--- config.mk ---
export PLATFORM = sky130hd
export DESIGN_NAME = nec_ir_transmitter
export DESIGN_NICKNAME = d
export VERILOG_FILES = /design/src/rtl/nec_tx_pkg.sv /design/src/rtl/nec_ir_transmitter.sv
export SDC_FILE = /design/constraint.sdc
export NUM_CORES = 1
export LEC_CHECK = 0
export BUFFER_PORTS_ARGS = -buffer_cell sky130_fd_sc_hd__buf_2
export CAP_MARGIN = 20
export CELL_PAD_IN_SITES_DETAIL_PLACEMENT = 1
export CELL_PAD_IN_SITES_GLOBAL_PLACEMENT = 2
export CORE_UTILIZATION = 32
export CTS_BUF_LIST = sky130_fd_sc_hd__clkbuf_4 sky130_fd_sc_hd__clkbuf_8
export DETAILED_ROUTE_END_ITERATION = 8
export PLACE_DENSITY_LB_ADDON = 0.05
export SYNTH_ARGS = -nofsm -noshare
export SYNTH_HDL_FRONTEND = slang
export SYNTH_SLANG_ARGS = --single-unit
--- constraint.sdc ---
create_clock -name clk -period 3 [get_ports clk]
set_input_delay 0.45 -clock clk [delete_from_list [all_inputs] [get_ports clk]]
set_output_delay 0.45 -clock clk [all_outputs]
set_load 0.05 [all_outputs]
--- src/rtl/nec_tx_pkg.sv ---
// Shared types and constants for the NEC infrared transmitter.
package nec_tx_pkg;

  // Request kinds carried on the input tuser
  typedef enum logic [1:0] {
    CMD_TICK   = 2'd0,
    CMD_FRAME  = 2'd1,
    CMD_REPEAT = 2'd2,
    CMD_UNUSED = 2'd3
  } cmd_t;

  // Transmission phases
  typedef enum logic [2:0] {
    PH_IDLE        = 3'd0,
    PH_LEAD_BURST  = 3'd1,
    PH_LEAD_SPACE  = 3'd2,
    PH_BIT_BURST   = 3'd3,
    PH_BIT_SPACE   = 3'd4,
    PH_FINAL_BURST = 3'd5
  } phase_t;

  // Configuration register indexes
  typedef enum logic [1:0] {
    REG_CARRIER_HALF = 2'd0,
    REG_UNIT_CYCLES  = 2'd1,
    REG_EXTENDED     = 2'd2,
    REG_NONE         = 2'd3
  } reg_idx_t;

  localparam int HalfW  = 10;
  localparam int UnitW  = 8;
  localparam int UnitsW = 5;
  localparam int BitsW  = 6;
  localparam int FrameW = 32;

  // Segment lengths in protocol units
  localparam logic [UnitsW-1:0] LeadBurstUnits    = 5'd16;
  localparam logic [UnitsW-1:0] LeadSpaceUnits    = 5'd8;
  localparam logic [UnitsW-1:0] RepeatSpaceUnits  = 5'd4;
  localparam logic [UnitsW-1:0] OneSpaceUnits     = 5'd3;
  localparam logic [UnitsW-1:0] ShortUnits        = 5'd1;
  localparam logic [BitsW-1:0]  FrameBits         = 6'd32;

  // Reset values of the timing registers
  localparam logic [HalfW-1:0] HalfReset = 10'd13;
  localparam logic [UnitW-1:0] UnitReset = 8'd21;

endpackage

--- src/rtl/nec_ir_transmitter.sv ---
// NEC infrared transmitter: frame and repeat sequencer with carrier modulation.
//
// Every request on the input stream yields exactly one result, at a sustained
// rate of one request per clock unless a result waits on a stalled output: the
// whole step (carrier count, unit count, segment change or frame load) is one
// registered pass from the state registers into the result register, and a
// waiting result does not block the next request while the result register is
// being emptied in the same cycle. A timebase tick advances the carrier counters;
// a start request loads a frame or repeat when idle and is ignored when busy.
// tx_level is bit 0 of m_tdata, busy_res bit 1, and frame_done travels as
// m_tlast.
module nec_ir_transmitter
  import nec_tx_pkg::*;
(
  input  logic        clk,
  input  logic        rst,
  // configuration write port
  input  logic        cfg_wr_en,
  input  logic [1:0]  cfg_index,
  input  logic [9:0]  cfg_wr_data,
  // request stream
  input  logic        s_tvalid,
  output logic        s_tready,
  input  logic [31:0] s_tdata,   // addr_field [15:0], command_field [31:16]
  input  logic [1:0]  s_tuser,   // cmd [1:0]
  // result stream
  output logic        m_tvalid,
  input  logic        m_tready,
  output logic [7:0]  m_tdata,   // tx_level [0], busy_res [1], zero [7:2]
  output logic        m_tlast    // frame_done
);

  // configuration registers
  logic [HalfW-1:0] carrier_half_period;
  logic [UnitW-1:0] unit_cycles;
  logic             extended_mode;

  // sequencer state
  phase_t            phase, phase_next;
  logic [FrameW-1:0] frame_shift, frame_shift_next;
  logic [BitsW-1:0]  bits_left, bits_left_next;
  logic [UnitsW-1:0] units_left, units_left_next;
  logic [UnitW-1:0]  carrier_cycles_left, carrier_cycles_left_next;
  logic [HalfW-1:0]  half_period_ticks, half_period_ticks_next;
  logic              carrier_phase, carrier_phase_next;
  logic              repeat_active, repeat_active_next;

  // result register
  logic       out_valid;
  logic       out_level, out_busy, out_done;
  logic       res_level, res_busy, res_done;

  logic             accept;
  cmd_t             cmd;
  logic [15:0]      addr_in, comm_in;
  logic [HalfW-1:0] hp, hpt_inc;
  logic [UnitW-1:0] unit_len;
  logic             busy_now;

  assign cmd     = cmd_t'(s_tuser);
  assign addr_in = s_tdata[15:0];
  assign comm_in = s_tdata[31:16];

  assign s_tready = !out_valid || m_tready;
  assign accept   = s_tvalid && s_tready;

  assign hp       = (carrier_half_period == '0) ? HalfW'(1) : carrier_half_period;
  assign unit_len = (unit_cycles == '0) ? UnitW'(1) : unit_cycles;
  assign hpt_inc  = half_period_ticks + HalfW'(1);
  assign busy_now = (phase != PH_IDLE);

  // take configuration writes
  always_ff @(posedge clk) begin
    if (rst) begin
      carrier_half_period <= HalfReset;
      unit_cycles         <= UnitReset;
      extended_mode       <= 1'b0;
    end else if (cfg_wr_en) begin
      unique case (reg_idx_t'(cfg_index))
        REG_CARRIER_HALF: carrier_half_period <= cfg_wr_data;
        REG_UNIT_CYCLES:  unit_cycles         <= cfg_wr_data[UnitW-1:0];
        REG_EXTENDED:     extended_mode       <= cfg_wr_data[0];
        default: ;
      endcase
    end
  end

  // work out the next sequencer state and the result of one request
  always_comb begin
    logic seg_end;
    phase_next               = phase;
    frame_shift_next         = frame_shift;
    bits_left_next           = bits_left;
    units_left_next          = units_left;
    carrier_cycles_left_next = carrier_cycles_left;
    half_period_ticks_next   = half_period_ticks;
    carrier_phase_next       = carrier_phase;
    repeat_active_next       = repeat_active;
    res_done                 = 1'b0;
    seg_end                  = 1'b0;

    if (cmd == CMD_TICK) begin
      if (busy_now) begin
        // advance the carrier half period, then the carrier cycle, then the unit
        if (hpt_inc < hp && hpt_inc != '0) begin
          half_period_ticks_next = hpt_inc;
        end else begin
          half_period_ticks_next = '0;
          if (!carrier_phase) begin
            carrier_phase_next = 1'b1;
          end else begin
            carrier_phase_next = 1'b0;
            if (carrier_cycles_left > UnitW'(1)) begin
              carrier_cycles_left_next = carrier_cycles_left - UnitW'(1);
            end else begin
              carrier_cycles_left_next = unit_len;
              if (units_left > UnitsW'(1)) begin
                units_left_next = units_left - UnitsW'(1);
              end else begin
                seg_end = 1'b1;
              end
            end
          end
        end
      end
      // move to the next segment
      if (seg_end) begin
        carrier_cycles_left_next = unit_len;
        half_period_ticks_next   = '0;
        carrier_phase_next       = 1'b0;
        case (phase)
          PH_LEAD_BURST: begin
            phase_next      = PH_LEAD_SPACE;
            units_left_next = repeat_active ? RepeatSpaceUnits : LeadSpaceUnits;
          end
          PH_LEAD_SPACE: begin
            units_left_next = ShortUnits;
            if (repeat_active) begin
              phase_next = PH_FINAL_BURST;
            end else begin
              phase_next     = PH_BIT_BURST;
              bits_left_next = FrameBits;
            end
          end
          PH_BIT_BURST: begin
            phase_next      = PH_BIT_SPACE;
            units_left_next = frame_shift[0] ? OneSpaceUnits : ShortUnits;
          end
          PH_BIT_SPACE: begin
            frame_shift_next = frame_shift >> 1;
            bits_left_next   = bits_left - BitsW'(1);
            units_left_next  = ShortUnits;
            phase_next       = (bits_left_next == '0) ? PH_FINAL_BURST : PH_BIT_BURST;
          end
          default: begin
            phase_next         = PH_IDLE;
            units_left_next    = '0;
            repeat_active_next = 1'b0;
            res_done           = 1'b1;
          end
        endcase
      end
    end else if (!busy_now && (cmd == CMD_FRAME || cmd == CMD_REPEAT)) begin
      // load a frame or repeat code
      if (cmd == CMD_FRAME) begin
        if (extended_mode) begin
          frame_shift_next = {comm_in, addr_in};
        end else begin
          frame_shift_next = {~comm_in[7:0], comm_in[7:0], ~addr_in[7:0], addr_in[7:0]};
        end
        repeat_active_next = 1'b0;
      end else begin
        repeat_active_next = 1'b1;
      end
      bits_left_next           = '0;
      phase_next               = PH_LEAD_BURST;
      units_left_next          = LeadBurstUnits;
      carrier_cycles_left_next = unit_len;
      half_period_ticks_next   = '0;
      carrier_phase_next       = 1'b0;
    end

    // a tick reports the level before advancing, a start the level after loading
    if (cmd == CMD_TICK) begin
      res_busy  = busy_now;
      res_level = (phase == PH_LEAD_BURST || phase == PH_BIT_BURST ||
                   phase == PH_FINAL_BURST) && !carrier_phase;
    end else begin
      res_busy  = (phase_next != PH_IDLE);
      res_level = (phase_next == PH_LEAD_BURST || phase_next == PH_BIT_BURST ||
                   phase_next == PH_FINAL_BURST) && !carrier_phase_next;
    end
  end

  // hold the sequencer state, advance it on each accepted request
  always_ff @(posedge clk) begin
    if (rst) begin
      phase               <= PH_IDLE;
      frame_shift         <= '0;
      bits_left           <= '0;
      units_left          <= '0;
      carrier_cycles_left <= '0;
      half_period_ticks   <= '0;
      carrier_phase       <= 1'b0;
      repeat_active       <= 1'b0;
    end else if (accept) begin
      phase               <= phase_next;
      frame_shift         <= frame_shift_next;
      bits_left           <= bits_left_next;
      units_left          <= units_left_next;
      carrier_cycles_left <= carrier_cycles_left_next;
      half_period_ticks   <= half_period_ticks_next;
      carrier_phase       <= carrier_phase_next;
      repeat_active       <= repeat_active_next;
    end
  end

  // result register: load on accept, drop once taken
  always_ff @(posedge clk) begin
    if (rst) begin
      out_valid <= 1'b0;
    end else if (accept) begin
      out_valid <= 1'b1;
    end else if (m_tready) begin
      out_valid <= 1'b0;
    end
  end

  always_ff @(posedge clk) begin
    if (accept) begin
      out_level <= res_level;
      out_busy  <= res_busy;
      out_done  <= res_done;
    end
  end

  assign m_tvalid = out_valid;
  assign m_tdata  = {6'd0, out_busy, out_level};
  assign m_tlast  = out_done;

  // the emitter is only driven during a transmission
  a_level_needs_busy: assert property (@(posedge clk) disable iff (rst)
    m_tvalid && !m_tdata[1] |-> !m_tdata[0])
    else $error("tx_level high while not busy");

  // an end of transmission is reported on a busy tick
  a_done_needs_busy: assert property (@(posedge clk) disable iff (rst)
    m_tvalid && m_tlast |-> m_tdata[1])
    else $error("frame_done without busy");

  // idle leaves the carrier phase low and the unit count cleared
  a_idle_clean: assert property (@(posedge clk) disable iff (rst)
    phase == PH_IDLE |-> !carrier_phase && units_left == '0)
    else $error("idle with live counters");

  // the bit count never exceeds one frame
  a_bits_bound: assert property (@(posedge clk) disable iff (rst)
    bits_left <= FrameBits)
    else $error("bit count out of range");

endmodule
==> results of run 1 <==
cell type report:
cell class	instances	area, sq um
clock buffers	10	131
clock inverters	6	51.3
fillers	1913	9210
inverters	26	97.6
multi-input cells	482	3140
flip-flops and latches	89	1820
well taps	211	264
repair buffers	108	707
registers in the layout (all words and copies together) (netlist names), 3 cells and up:
register / flops
bits_left: 6
carrier_cycles_left: 8
carrier_half_period: 10
frame_shift: 32
half_period_ticks: 10
phase: 3
unit_cycles: 8
units_left: 5
path summary, 6_finish.rpt:
kind / start / endpoint / slack (ps) / cells past startpoint
max reg2reg: half_period_ticks[0]$_SDFFE_PP0P_ / frame_shift[7]$_SDFFE_PP0P_ / 130 / 13
min reg2reg: carrier_half_period[9]$_SDFFE_PP0P_ / carrier_half_period[9]$_SDFFE_PP0P_ / 480 / 2
min: s_tvalid / m_tvalid$_SDFFE_PP0P_ / 310 / 3
max: half_period_ticks[0]$_SDFFE_PP0P_ / frame_shift[7]$_SDFFE_PP0P_ / 130 / 13
logic make-up after synthesis:
logic type / after synthesis / share of synthesized area [%]
xor+xnor: 14 / 2.39
simple gates: 250 / 23.5
mux: 12 / 2.36
flops: 89 / 35.3
buf+inv: 79 / 7.04
other cells: 1 / 0.0730
fa+ha+maj: 18 / 4.39
compound gates: 182 / 24.9
power groups by stage:
stage | sequential (mW) | clock, mW | combinational, mW
floorplan | 1.27 | 0 | 0.269
global placement | 1.28 | 0 | 0.403
detailed placement | 1.28 | 0 | 0.407
CTS | 1.25 | 0.832 | 0.414
global route | 1.25 | 0.867 | 0.456
finish | 1.25 | 0.789 | 0.412
metrics by stage:
| step | cell area [sq um] | TNS, ps |
|---|---|---|
| floorplan | 5170 | 0 |
| global placement | 5830 | -14.5 |
| detailed placement | 5830 | -1360 |
| CTS | 6100 | 0 |
| global route | 6210 | -130 |
| finish | 6210 | 0 |
worst max-delay path, cell delays in order (launching register included):
cell and delay (ps):
dfxtp_4 370, buf_4 130, and3_4 180, nand2_4 100, nor2_4 40, xor2_2 160, ha_1 310, nand4_1 130
nor2_2 170, a311oi_4 130, o211a_4 180, or3_4 430, buf_12 170, o221a_2 260
placed cells by master (no fill, tap or decap), drive strengths merged, types with 6 or more instances in the layout:
master / synthesis / final
ha: 18 / 18
conb: 1 / 6
mux2i: 11 / 11
clkbuf: 30 / 10
nand2: 80 / 80
o21ai: 36 / 36
nor3: 11 / 11
nand3: 22 / 22
nand2b: 9 / 9
nor2: 75 / 75
dfxtp: 86 / 86
buf: 23 / 108
xnor2: 10 / 10
o221a: 17 / 17
o211ai: 19 / 19
o2111ai: 15 / 15
a21oi: 56 / 56
a31oi: 9 / 9
inv: 25 / 27
nand4: 11 / 11
routing by layer:
| metal | global-route usage, % | part of all wire, % | routed length (microns) | vias up |
|---|---|---|---|---|
| met4 | 6.09 | 1.1 | 165 | 0 |
| met2 | 32.6 | 48 | 7420 | 64 |
| li1 | - | - | - | 2463 |
| met5 | 0 | 0 | 0 | - |
| met3 | 3.16 | 2.8 | 436 | 13 |
| met1 | 25.6 | 48 | 7370 | 2382 |
what timing repair did:
action,CTS,global route
resized for setup,13,22
pin swaps,8,15
cloned,1,0
setup endpoints to repair,44,65
buffers inserted,4,1
==> run metrics, run 1 <==
# H-tree levels=3; antenna violations before repair=0; GR Overflow Total=0; TritonCTS Sinks=89; Routed Antenna Nets=0; Power, Total=2.45 mW; Rows=45; EDFF count, synth=3; Syn-to-layout area delta=21.1%; hold violation count in the final report=0; kind of critical path=flop to flop; power share of the clock group=32.2%; core area=0.0154 sq mm; CTS root buf=clkbuf_8; asr flop ratio synth=0%; combinational power share=16.8%; WP data arrival=3140 ps; drt wl/cell=16.5 microns; hold crit path type=input pin to flop; top area cells in the synthesized netlist=dfxtp_1, nand2_1, a21oi_1; DRC=0; Final Max Slew Viols=0; Pwr per Cell Area=394 mW/mm^2; die area=0.0166 sq mm; Int Pwr=1.70 mW; CTS Buf Count=9; share of layout cells above drive strength 1=24.4%; fmax=349 MHz; Syn Std Cell Area=0.00513 sq mm; #FFs+latches synth=89; I/O pins=62; largest net degree at the start of global routing=38; mean post-synth cell area=7.96 sq um; sequential area share after synthesis=35.3%; Min Clock Period, post-route=2870 ps; Worst Setup End Kind=flop; outcome=complete, no violations; Max IR drop VDD=0.174 mV; clk_skew=8.60 ps; Post-CTS Hold Buffers=0; Total Routing Usage GR=19.5%; clk_lat worst skew=380 ps; Post-synth top cells=dfxtp_1, nand2_1, nor2_1, a21oi_1, o21ai_0; DR iter-0 viols=246; Rel. slew slack=32.9%; worst setup margin=133 ps; Nets=785; first drt pass iteration count=4; port buffer count=55; sw power=753 uW; Syn Inst Count=645; Starting Density=33.3%; Post-Route WL=15.4 mm; chip height=129 microns; n_diodes=0; cell count after placement=911; worst-margin pin slew=1010 ps; post-DP HPWL=11.5 mm; clk slew on worst S/H paths=90 ps; Leakage Power=2.42 nW; Sequential Power Share=50.9%; CP Max Fanout=16; Die W=129 microns; first-pass GRT wire length=25.2 mm; switch share=30.7%; library cells used by synthesis=70; most common cell in the synthesized netlist=dfxtp_1; RePlAce Congestion=0.856; fin util=40.3%; CTS max path bufs=2; Fin Hold WS=313 ps; leading area contributor after synthesis=dfxtp_1; CTS tree=built; MaxCap Viol Count=0; Setup-failing EPs final=0; final non-filler cell total=932; vias in the first global route=5,066; Post-Place Setup Slack=-111 ps; vias per cell=5.28; Ys Warns=0; crit start category=flop; Main synth FF type=dfxtp_1; Crit path required time=3270 ps; Synth top area share=33.5%; via count=4,922; Tcrit/Tclk final=95.6%
No activity file was read; power rests on OpenSTA's default activity.
==> run 2, diff against run 1 <==
--- a/config.mk
+++ b/config.mk
@@ -10,6 +10,6 @@
 export CELL_PAD_IN_SITES_DETAIL_PLACEMENT = 1
 export CELL_PAD_IN_SITES_GLOBAL_PLACEMENT = 2
-export CORE_UTILIZATION = 32
-export CTS_BUF_LIST = sky130_fd_sc_hd__clkbuf_4 sky130_fd_sc_hd__clkbuf_8
+export CORE_UTILIZATION = 31
+export CTS_BUF_LIST = sky130_fd_sc_hd__clkbuf_16
 export DETAILED_ROUTE_END_ITERATION = 8
 export PLACE_DENSITY_LB_ADDON = 0.05
==> constraint.sdc (replaced) <==
create_clock -name clk -period 3 [get_ports clk]
set_input_delay 0.15 -clock clk [delete_from_list [all_inputs] [get_ports clk]]
set_output_delay 0.15 -clock clk [all_outputs]
set_load 0.05 [all_outputs]
==> run 2 against run 1 <==
Against the previous run: hold slack got worse by 280 ps; cell count increased by 1.7%; sequential cell count unchanged; largest power group unchanged; setup slack got worse by 76 ps; combinational power increased by 3%; routed wire length increased by 7.5%; first-iteration DRC count decreased by 9.3%; clock skew about the same.
==> run metrics, run 2 (synthesis results as in run 1) <==
chip height=131 microns (+1.6%); Routed Antenna Nets=0 (unchanged); Syn-to-layout area delta=27.5%; hold crit path type=input pin to flop; hold violation count in the final report=0 (unchanged); biggest registers after layout=frame_shift (32), carrier_half_period (10), half_period_ticks (10); Post-Place Setup Slack=-121 ps (-10.1 ps); Worst Setup End Kind=flop; Max IR drop VDD=0.269 mV (+54%); outcome=complete, no violations; worst-margin pin slew=873 ps (-133 ps); CTS tree=built; CTS root buf=clkbuf_16; Setup-failing EPs final=0 (unchanged); drt wl/cell=17.5 microns (+5.7%); CTS Buf Count=9 (unchanged); share of layout cells above drive strength 1=26.6% (+2.2 points); n_diodes=0 (unchanged); Pwr per Cell Area=435 mW/mm^2 (+10%); most frequent cells in the layout=dfxtp_1, nand2_1, nor2_1; antenna violations before repair=0 (unchanged); vias in the first global route=5,099 (+0.65%); Largest register FFs=32 (unchanged); RSZ-0062 raised after global routing=yes; first-pass GRT wire length=26.6 mm (+5.3%); worst setup margin=56.9 ps (-76.5 ps); Starting Density=32.1% (-1.2 points); clk slew on worst S/H paths=70 ps (-20 ps); Total Routing Usage GR=20.2% (+0.71 points); Leakage Power=2.55 nW (+5.4%); CTS max path bufs=2 (unchanged); fillcell total=1,955 (+2.2%); Power, Total=2.85 mW (+16%); post-DP HPWL=11.6 mm (+0.86%); Nets=796 (+1.4%); first drt pass iteration count=4 (unchanged); fmax=340 MHz (-2.6%); GR Overflow Total=0 (unchanged); CP Max Fanout=5 (-11); Die W=131 microns (+1.6%); Rows=46 (+2.2%); crit start category=flop; # H-tree levels=3 (unchanged); port buffer count=55 (unchanged); clk_lat worst skew=350 ps (-30 ps); commonest non-fill, non-tap cell in the layout=dfxtp_1; DRC=0 (unchanged); Final Max Slew Viols=0 (unchanged); DR iter-0 viols=223 (-9.3%); I/O pins=62 (unchanged); clk_skew=8.38 ps (-0.218 ps); MaxCap Viol Count=0 (unchanged); Crit path required time=3240 ps (-30 ps); RePlAce Congestion=0.837 (-2.3%); Tcrit/Tclk final=98.1% (+2.5 points); die area=0.0171 sq mm (+3.2%); Min Clock Period, post-route=2940 ps (+76.5 ps); Reg with most FFs=frame_shift; WP data arrival=3180 ps (+40 ps); TritonCTS Sinks=89 (unchanged); Rel. slew slack=41.8% (+9.0 points); vias per cell=5.33 (+0.95%); core area=0.0160 sq mm (+3.7%); largest net degree at the start of global routing=76 (+100%); kind of critical path=flop to flop; Post-Route WL=16.5 mm (+7.5%); via count=5,054 (+2.7%)
-- run 2: cell count changes in the layout (fill, tap and decap cells not counted), moves of 3 or more --
cell | previous run | this run
buf_4 | 47 | 53
buf_6 | 3 | 8
clkbuf_16 | 0 | 9
clkbuf_8 | 9 | 0
clkinv_4 | 3 | 0
o221a_2 | 8 | 1
o221a_4 | 0 | 7
-- run 2: final cells by class --
type | instances | area (sq um) | share of cell area, %
Sequential cell | 89 | 1820 | 27.9
Clock buffer | 9 | 225 | 3.44
Tap cell | 216 | 270 | 4.13
Timing Repair Buffer | 119 | 823 | 12.6
Inverter | 26 | 97.6 | 1.49
Clock inverter | 7 | 76.3 | 1.17
Multi-Input combinational cell | 482 | 3230 | 49.3
-- run 2: critical path: stages (launching register included) --
cell	delay (ps)
dfxtp_4	370
buf_6	110
and3_4	210
nand2_4	80
nor2_4	130
xor2_2	210
ha_1	300
nand4_1	130
nor2_2	50
a311oi_2	250
o211ai_2	230
a31oi_4	290
nor2_4	90
buf_4	160
o221a_1	220
-- run 2: worst paths after layout --
path         slack, ps                             endpoint  cells after the start                               from
min reg2reg        480           units_left[4]$_SDFFE_PP0P_                      2         units_left[4]$_SDFFE_PP0P_
max reg2reg         60          frame_shift[1]$_SDFFE_PP0P_                     14  half_period_ticks[0]$_SDFFE_PP0P_
max                 60          frame_shift[1]$_SDFFE_PP0P_                     14  half_period_ticks[0]$_SDFFE_PP0P_
min                 40  carrier_half_period[9]$_SDFFE_PP0P_                      3                     cfg_wr_data[9]
-- run 2: repair_timing --
item                                    4_1_cts  5_1_grt
buffers inserted                             14        5
hold buffers                                  0        0
endpoints found under the setup margin       41       64
pin swaps                                    19       29
resized for setup                            21       34
-- run 2: where the power goes --
group	switching [mW]	internal (mW)
Clock	0.524	0.656
Sequential	0.0241	1.22
Combinational	0.269	0.156
-- run 2: metal layers --
metal / vias up / global-route usage [%] / routed length (microns)
li1: 2499 / - / -
met4: 0 / 5.00 / 214
met5: - / 0 / 0
met3: 14 / 3.99 / 412
met1: 2477 / 26.8 / 7990
met2: 64 / 33.5 / 7930
-- run 2: stage by stage --
| step | std cells | utilization [%] | hold slack, ps | cell area (sq um) | setup TNS (ps) |
|---|---|---|---|---|---|
| CTS | 944 | 39.5 | 20.2 | 6330 | -11.7 |
| global placement | 915 | 36.4 | 396 | 5830 | -85.6 |
| floorplan | 650 | - | 274 | 5170 | 0 |
| global route | 948 | 40.9 | 32.5 | 6540 | -2180 |
| finish | 948 | 40.9 | 35.6 | 6540 | 0 |
| detailed placement | 915 | 36.4 | 400 | 5830 | -2090 |
